==> src/design/irfoc_pkg.sv <==
`default_nettype none

package irfoc_pkg;

  // Largest capture the block will pack, in bytes.
  localparam int unsigned MAX_BYTES = 512;

  // Capture size register is 10 bits wide, so the clamp never exceeds 1023.
  localparam int unsigned MaxClamp = (MAX_BYTES > 1023) ? 1023 : MAX_BYTES;
  localparam logic [9:0] MAX_N = 10'(MaxClamp);

  // Register reset values.
  localparam logic [9:0] DEBOUNCE_RESET = 10'd50;
  localparam logic [9:0] CAPTURE_RESET  = 10'd300;

  // Register indices on the configuration port.
  localparam logic [1:0] REG_DEBOUNCE = 2'd0;
  localparam logic [1:0] REG_CAPTURE  = 2'd1;

  // One sample word.
  typedef struct packed {
    logic line_level;
    logic arm;
  } in_t;

  // One packed byte word.
  typedef struct packed {
    logic [7:0] byte_value;
    logic [8:0] byte_index;
    logic       last;
    logic [9:0] end_position;
    logic       end_found;
  } out_t;

endpackage

`default_nettype wire

==> src/design/ir_frame_oversampling_capture.sv <==
// Channel  | Handshake             | Word
// ---------+-----------------------+-----------------------------------------
// in       | in_valid / in_ready   | in_data    : in_t  (line_level, arm)
// out      | out_valid / out_ready | out_data   : out_t (byte and end report)
// cfg      | cfg_we (no wait)      | cfg_index, cfg_data (10 bits)
//
// One sample word is taken every cycle unless the output register is stalled;
// its effect on the capture state and any packed byte it completes are
// settled in that same cycle and the byte is held in a single output register,
// valid in the cycle after its sample. A stalled output register holds back
// the input only while it is full and not being taken. Reset (synchronous)
// leaves the block disarmed with both registers at their default values.

`default_nettype none

module ir_frame_oversampling_capture
  import irfoc_pkg::*;
(
  input  wire logic       clk,
  input  wire logic       rst,
  input  wire logic       in_valid,
  output logic            in_ready,
  input  wire in_t        in_data,
  output logic            out_valid,
  input  wire logic       out_ready,
  output out_t            out_data,
  input  wire logic       cfg_we,
  input  wire logic [1:0] cfg_index,
  input  wire logic [9:0] cfg_data
);

  localparam logic [2:0] PH_DISARMED    = 3'd0;
  localparam logic [2:0] PH_WAIT_EDGE   = 3'd1;
  localparam logic [2:0] PH_DEBOUNCE    = 3'd2;
  localparam logic [2:0] PH_LEADER_LOW  = 3'd3;
  localparam logic [2:0] PH_LEADER_HIGH = 3'd4;
  localparam logic [2:0] PH_CAPTURE     = 3'd5;
  localparam logic [2:0] PH_DONE        = 3'd6;

  logic [9:0] debounce_ticks;
  logic [9:0] capture_bytes;

  logic [2:0] phase, phase_next;
  logic       previous_level, previous_level_next;
  logic [9:0] tick_counter, tick_counter_next;
  logic [2:0] bit_position, bit_position_next;
  logic [7:0] byte_accumulator, byte_accumulator_next;
  logic [9:0] byte_counter, byte_counter_next;
  logic [3:0] ones_byte_run, ones_byte_run_next;
  logic [9:0] end_index, end_index_next;
  logic       end_seen, end_seen_next;

  logic       res_valid;
  out_t       res;
  logic       in_accept;

  logic [9:0] size_raw;
  logic [9:0] size_eff;
  logic [7:0] acc_or;
  logic [9:0] count_inc;
  logic       is_last;

  assign in_ready  = !out_valid || out_ready;
  assign in_accept = in_valid && in_ready;

  // Effective capture size: zero counts as one, then clamp to the maximum.
  assign size_raw = (capture_bytes == 10'd0) ? 10'd1 : capture_bytes;
  assign size_eff = (size_raw > MAX_N) ? MAX_N : size_raw;

  assign acc_or    = byte_accumulator | (8'(in_data.line_level) << bit_position);
  assign count_inc = byte_counter + 10'd1;
  assign is_last   = (count_inc >= size_eff);

  // Next state and the byte word for one sample.
  always_comb begin
    phase_next            = phase;
    previous_level_next   = in_data.line_level;
    tick_counter_next     = tick_counter;
    bit_position_next     = bit_position;
    byte_accumulator_next = byte_accumulator;
    byte_counter_next     = byte_counter;
    ones_byte_run_next    = ones_byte_run;
    end_index_next        = end_index;
    end_seen_next         = end_seen;
    res_valid             = 1'b0;
    res                   = '0;

    if (in_data.arm) begin
      // Arm clears progress and leaves the edge tracker alone.
      previous_level_next   = previous_level;
      tick_counter_next     = '0;
      bit_position_next     = '0;
      byte_accumulator_next = '0;
      byte_counter_next     = '0;
      ones_byte_run_next    = '0;
      end_index_next        = '0;
      end_seen_next         = 1'b0;
      phase_next            = PH_WAIT_EDGE;
    end else begin
      unique case (phase)
        PH_WAIT_EDGE: begin
          if (previous_level && !in_data.line_level) begin
            tick_counter_next = debounce_ticks;
            phase_next        = PH_DEBOUNCE;
          end
        end
        PH_DEBOUNCE: begin
          if (tick_counter != 10'd0) begin
            tick_counter_next = tick_counter - 10'd1;
          end else begin
            phase_next = in_data.line_level ? PH_WAIT_EDGE : PH_LEADER_LOW;
          end
        end
        PH_LEADER_LOW: begin
          if (in_data.line_level) begin
            phase_next = PH_LEADER_HIGH;
          end
        end
        PH_LEADER_HIGH: begin
          if (!in_data.line_level) begin
            bit_position_next     = '0;
            byte_accumulator_next = '0;
            phase_next            = PH_CAPTURE;
          end
        end
        PH_CAPTURE: begin
          bit_position_next     = bit_position + 3'd1;
          byte_accumulator_next = acc_or;
          if (bit_position == 3'd7) begin
            // A byte is complete: track the run of all-ones bytes.
            if (acc_or == 8'hff) begin
              if (ones_byte_run < 4'd8) begin
                ones_byte_run_next = ones_byte_run + 4'd1;
              end
              if (ones_byte_run_next >= 4'd8 && !end_seen) begin
                end_seen_next  = 1'b1;
                end_index_next = count_inc;
              end
            end else begin
              ones_byte_run_next = '0;
            end
            byte_accumulator_next = '0;
            byte_counter_next     = count_inc;
            res_valid             = 1'b1;
            res.byte_value        = acc_or;
            res.byte_index        = byte_counter[8:0];
            res.last              = is_last;
            if (is_last) begin
              res.end_position = end_seen_next ? end_index_next : size_eff + 10'd2;
              res.end_found    = end_seen_next;
              phase_next       = PH_DONE;
            end
          end
        end
        default: begin
        end
      endcase
    end
  end

  // Configuration registers.
  always_ff @(posedge clk) begin
    if (rst) begin
      debounce_ticks <= DEBOUNCE_RESET;
      capture_bytes  <= CAPTURE_RESET;
    end else if (cfg_we) begin
      if (cfg_index == REG_DEBOUNCE) begin
        debounce_ticks <= cfg_data;
      end else if (cfg_index == REG_CAPTURE) begin
        capture_bytes <= cfg_data;
      end
    end
  end

  // Capture state, advanced on each accepted sample.
  always_ff @(posedge clk) begin
    if (rst) begin
      phase            <= PH_DISARMED;
      previous_level   <= 1'b1;
      tick_counter     <= '0;
      bit_position     <= '0;
      byte_accumulator <= '0;
      byte_counter     <= '0;
      ones_byte_run    <= '0;
      end_index        <= '0;
      end_seen         <= 1'b0;
    end else if (in_accept) begin
      phase            <= phase_next;
      previous_level   <= previous_level_next;
      tick_counter     <= tick_counter_next;
      bit_position     <= bit_position_next;
      byte_accumulator <= byte_accumulator_next;
      byte_counter     <= byte_counter_next;
      ones_byte_run    <= ones_byte_run_next;
      end_index        <= end_index_next;
      end_seen         <= end_seen_next;
    end
  end

  // Output register.
  always_ff @(posedge clk) begin
    if (rst) begin
      out_valid <= 1'b0;
    end else if (in_accept) begin
      out_valid <= res_valid;
    end else if (out_ready) begin
      out_valid <= 1'b0;
    end
  end

  always_ff @(posedge clk) begin
    if (in_accept && res_valid) begin
      out_data <= res;
    end
  end

endmodule

`default_nettype wire

==> config.mk <==
export PLATFORM = sky130hd
export DESIGN_NAME = ir_frame_oversampling_capture
export DESIGN_NICKNAME = d
export VERILOG_FILES = /design/src/design/irfoc_pkg.sv /design/src/design/ir_frame_oversampling_capture.sv
export SDC_FILE = /design/constraint.sdc
export NUM_CORES = 1
export LEC_CHECK = 0
export BUFFER_PORTS_ARGS = -buffer_cell sky130_fd_sc_hd__buf_2
export CELL_PAD_IN_SITES_DETAIL_PLACEMENT = 1
export CELL_PAD_IN_SITES_GLOBAL_PLACEMENT = 1
export CORE_AREA = 2 2 111 113
export CTS_CLUSTER_SIZE = 20
export DETAILED_ROUTE_END_ITERATION = 10
export DIE_AREA = 0 0 113 115
export PLACE_DENSITY_LB_ADDON = 0.1
export SYNTH_ARGS = -nofsm -noshare
export SYNTH_HDL_FRONTEND = slang
export SYNTH_SLANG_ARGS = --single-unit
==> constraint.sdc <==
create_clock -name clk -period 3.1 [get_ports clk]
set_input_delay 0.155 -clock clk [delete_from_list [all_inputs] [get_ports clk]]
set_output_delay 0.155 -clock clk [all_outputs]
set_load 0.01 [all_outputs]
### After elaboration in Yosys (flattened, before gate mapping)

Cells that the tools add are included.

| word-level totals | value |
|---|---|
| output and inout bits | 31 |
| logic and storage cells | 127 |
| input port bits | 19 |
| register bits after elaboration | 100 |

| cells by class | value |
|---|---|
| add/sub/neg operators | 5 |
| mux-type cells | 53 |
| reduce and logical (&&, ||, !) cells | 26 |
| bitwise logic cells | 6 |
| equality and inequality tests | 15 |
| shifts and indexed selects | 1 |
| order comparisons | 4 |

Operators with widths:

| kind | number |
|---|---|
| $mux 10 | 14 |
| $mux 4 | 9 |
| $mux 3 | 9 |
| $mux 8 | 3 |
| $ne 3x3->1 const B | 7 |
| $pmux 10 s2 | 1 |
| $pmux 8 s2 | 1 |
| $pmux 3 s5 | 1 |
| $mux 1 | 13 |
| $add 10x1->10 const B | 1 |
| $add 10x2->10 const B | 1 |
| $ge 10x10->1 | 1 |
| $gt 10x10->1 const B | 1 |
| $logic_not 10->1 | 1 |
| $reduce_bool 10->1 | 1 |
| $sub 10x1->10 const B | 1 |
| $eq 3x3->1 const B | 3 |
| $reduce_and 3->1 | 3 |
| $eq 8x8->1 const B | 1 |
| $or 8x8->8 | 1 |
| $reduce_and 8->1 | 1 |
| $shl 1x3->8 | 1 |
| $eq 3x2->1 const B | 2 |
| $pmux 3 s2 | 1 |
| 19 further kinds | 32 |

### Logic depth before layout (Yosys ltp)

| logic depth | value |
|---|---|
| depth after elaboration | 17 |
| gate-level depth with buffers | 12 |
| gate-level depth less buffers | 12 |

### Worst setup path after synthesis

Ideal clock, no wire load.

| timing | value |
|---|---|
| kind | register -> register |
| start point | reg byte_counter[0] |
| end point | reg out_data[5] in the netlist's numbering (data pin) |
| cell stages (with the launch flop) | 11 |
| arrival | 2458 ps |
| setup time | 168 ps |
| slack | 474 ps |
| required time | 2932 ps |
| clock period less this slack | 2626 ps |
| cell sequence | dfxtp_1 clkbuf_1 nand3_1 nor3_1 xor2_1 ha_1 a211oi_1 o2111a_1 nor3_2 nand2_1 a211oi_1 |

| between the ends | value |
|---|---|
| cells in the longest elaborated chain, start to end | 4 |
| elaborated cells on any way between the ends | 7 |
| those cells by class | add/sub (1); order compare (1); mux (3); bitwise (1); reduce/logical (1) |

Ends and longest elaborated chain:

| item | RTL line | RTL |
|---|---|---|
| start, declared | ir_frame_oversampling_capture.sv:48 | `logic [9:0] byte_counter, byte_counter_next;` |
| start signal, assigned | ir_frame_oversampling_capture.sv:193 | `byte_counter <= byte_counter_next;` |
| $add 10x1->10 * | ir_frame_oversampling_capture.sv:71 | `assign count_inc = byte_counter + 10'd1;` |
| $ge 10x10->1 or $mux 10 (tied branches) | ir_frame_oversampling_capture.sv:72, ir_frame_oversampling_capture.sv:135 |  |
| $not 1->1 (no line) or $mux 10 (tied branches) | - |  |
| $reduce_or 4->1 (no line) or $mux 10 (tied branches) | - |  |
| end signal, assigned | ir_frame_oversampling_capture.sv:213 | `out_data <= res;` |
| end, declared | ir_frame_oversampling_capture.sv:26 | `output out_t out_data,` |

Every way passes the cells marked *; elsewhere a longest branch is shown, timed or not.
A chain may end at the register's enable or synchronous reset.

### Final worst setup path

| timing | value |
|---|---|
| start point | reg byte_counter[2] |
| end point | reg out_data[8] in the netlist's numbering (data pin) |

The elaborated chain is that of the path after synthesis.

==> flow_summary.toml <==
[timing]
rsz0062_at_grt = "false"
clock_skew_ns = 0.009754
worstMarginPinSlew_ns = 0.9704
slew_violations = 0
fin_crit_ns = 2.847
final-setup-viol-count = 0
fin_ws_ns = 0.2528
period_share_pct = 91.84
hold_viol = 0
setup-tns-final_ns = 0
maxSlewHeadroom_pct = 35.17
maxClockFrequency_mhz = 351.2

[cells_and_area]
layout-drive-gt1-share_pct = 16.59
area_growth_pct = 15.01
fin_nets = 682
multi_input_area_um2 = 2694
diodes = 0
fill_cells = 1416
seqCellArea_um2 = 2292

[worst_hold_path]
min_path_cells = 3
hp-class = "input port to flop"
holdPathEnd = "debounce_ticks[4]"
min_from = "cfg_data[4]"

[route]
wl_per_cell_um = 18.56
post-route-drc-count = 5
first_pass_iters = 8
via_per_inst = 5.768
wl_um = 14810
ant_nets = 0
dr_total_vias = 4603
drtIter0Drc = 189

[floorplan]
core_area_um2 = 11810
die_area_um2 = 13000
initial_core_util_pct = 44.05
dieHeight_um = 115
ios = 50
die_w_um = 113
rows = 40

[power]
cellPowerDensity_nw_per_um2 = 476.4
p_leak_nw = 2.162
max-vdd-ir-drop_mv = 0.2619

[logic_synthesis]
synth_area_um2 = 5202
synth_nets = 637
synth_cells = 601
synth_area_leader_cell = "dfxtp_1"
synth.area.top_cells = "dfxtp_1 27%, edfxtp_1 17%, nand2_1 5.8%"
yosysSeqAreaShare_pct = 44.06
synthArstFlopShare_pct = 0
netlist.area_leader.share_pct = 27.32
yosysWarnings = 0
synth.distinct_cells = 75
avgSynthCellArea_um2 = 8.656
yosys_most_used_dff = "dfxtp_1"
synth_seq_cells = 100
synth_edf_count = 29

[clocking]
cts-root-buf = "clkbuf_16"
tritoncts.num_buffers = 9
cts_tree = "done"
clk_pin_slew_ns = 0.07
postCtsHoldBufs = 0
clock-sinks = 100
cts_resized = 0
cts_setup_buffers = 0
clock_latency_ns = 0.36
cts_max_level = 3
cts_buffer_depth = 2

[worst_setup_path]
crit_required_ns = 3.29
crit_family = "simple AND/OR/NAND/NOR gates"
path_buf_inv = 2
critPathLaunchType = "flop"
rr_worst_depth = 12
path_max_fanout = 10
r2r_slack_ns = 0.25
arrival_ns = 3.04
path_cells = "nand3_1 > nor2_1 > xnor2_1 > inv_1 > ha_1 > o21ai_0 > nand2b_1 > a31oi_2 > nor3_4 > nand2_1 > buf_4 > a211oi_2"
critical_path_class = "flop to flop"
critPathMaxStageDelay_ns = 0.50
crit_path_end_kind = "flop"
cpMaxStageDelayCell = "dfxtp_1"
r2r_end = "out_data[8]"
reg2reg_from = "byte_counter[2]"

[global_route]
grt_pass1_wl_um = 24400
overflow = 0
grt_pass1_vias = 4753
antenna_found_initial = 0
track_usage_pct = 23.76
grt_max_degree = 55

[flow_run]
drv_cap = 0

[placement]
place.port_buffers = 49
post-place-ws_ns = 0.1895
hpwlAfterDp_um = 10890
gp_congestion = 0.8938

[status]
status = "finished with violations"
violations = "DRC"
-- synthesized netlist by cell type (all sizes together) (13+ instances only) --
cell and instances:
edfxtp 29, nand3 17, nand4 13, nor2 70, inv 33, o21ai 22
dfxtp 71, nand2 81, a21oi 58, nor3 16, clkbuf 17, ha 17
-- flip-flops by register name (all words and copies together), names as in the netlist --
name              flops
byte_counter         10
previous_level        1
debounce_ticks       10
ones_byte_run         4
capture_bytes        10
byte_accumulator      8
bit_position          3
out_valid             1
end_seen              1
phase                 3
out_data             29
end_index            10
tick_counter         10
-- layout by cell type (no fill, tap or decap), types with 3 or more instances in the layout --
master / count
nand2_1: 81
dfxtp_1: 71
nor2_1: 69
a21oi_1: 49
buf_2: 49
inv_1: 32
edfxtp_1: 29
ha_1: 16
nand3_1: 14
nor3_1: 14
nand4_1: 13
o21ai_1: 12
buf_4: 11
xnor2_1: 10
o21ai_0: 10
o22ai_1: 10
and3_1: 10
clkbuf_16: 10
a21oi_2: 9
nand3b_1: 8
nor2b_1: 7
xor2_1: 6
a22oi_1: 6
nand2b_1: 5
nor3b_1: 5
o31ai_1: 5
and2_1: 4
a211oi_2: 4
a211oi_1: 4
or3_1: 4
a31oi_1: 4
nor4_1: 3
and4b_1: 3
a221o_1: 3
a311oi_1: 3
-- worst min-delay path, stage by stage --
cell	delay (ns)
buf_2	0.09
nand2_1	0.04
nand3b_1	0.07
-- worst max-delay path by stage --
stage                          start  slack [ns]  cells after the start     endpoint
CTS                  byte_counter[2]        0.15                     12  out_data[8]
global route         byte_counter[0]        0.01                     12     phase[0]
finish               byte_counter[2]        0.25                     12  out_data[8]
detailed placement  capture_bytes[8]        0.19                     11     phase[0]
global placement    capture_bytes[8]        0.30                     11  out_data[8]
floorplan            byte_counter[0]        0.47                     10  out_data[5]
-- metrics by stage --
step / util, % / cells / power (W) / hold slack [ns] / instance area, µm²
floorplan: - / 601 / 0.001549 / 0.2728 / 5202
global placement: 47.54 / 782 / 0.001602 / 0.3948 / 5615
detailed placement: 47.54 / 782 / 0.001610 / 0.3977 / 5615
CTS: 50.40 / 798 / 0.002875 / 0.02840 / 5953
global route: 50.66 / 798 / 0.002950 / 0.05591 / 5983
finish: 50.66 / 798 / 0.002850 / 0.03753 / 5983
-- metal layers --
| metal | share of wire [%] | global-route usage, % |
|---|---|---|
| met1 | 43 | 28.93 |
| met2 | 49 | 41.56 |
| met3 | 4.4 | 3.795 |
| met4 | 3.2 | 10.81 |
| met5 | 0 | 0 |
-- cell type report --
class	count	area share (%)
flip-flops and latches	100	38.31
clock inverters	3	1.108
repair buffers	61	5.813
clock buffers	13	4.538
inverters	34	2.133
well taps	147	3.074
multi-input cells	440	45.02
-- kinds of logic (layout without fill, tap and decap cells) --
group | count (synthesis) | count (layout) | share of synthesized area, %
AOI/OAI and AO/OA | 145 | 145 | 18.57
xor gates and xnor gates | 16 | 16 | 2.694
adders and majority gates | 17 | 17 | 4.088
buffers and inverters | 61 | 111 | 4.738
DFF | 100 | 100 | 44.06
muxes | 1 | 1 | 0.1924
and+or+nand+nor | 261 | 261 | 25.66
-- power by group --
group | internal, W | switching [W] | total, W
Sequential | 0.00136 | 0.0000230 | 0.00138
Clock | 0.000780 | 0.000488 | 0.00127
Combinational | 0.0000725 | 0.000131 | 0.000203
Total | 0.00221 | 0.000642 | 0.00285
Power figures use the tool's default switching activity.
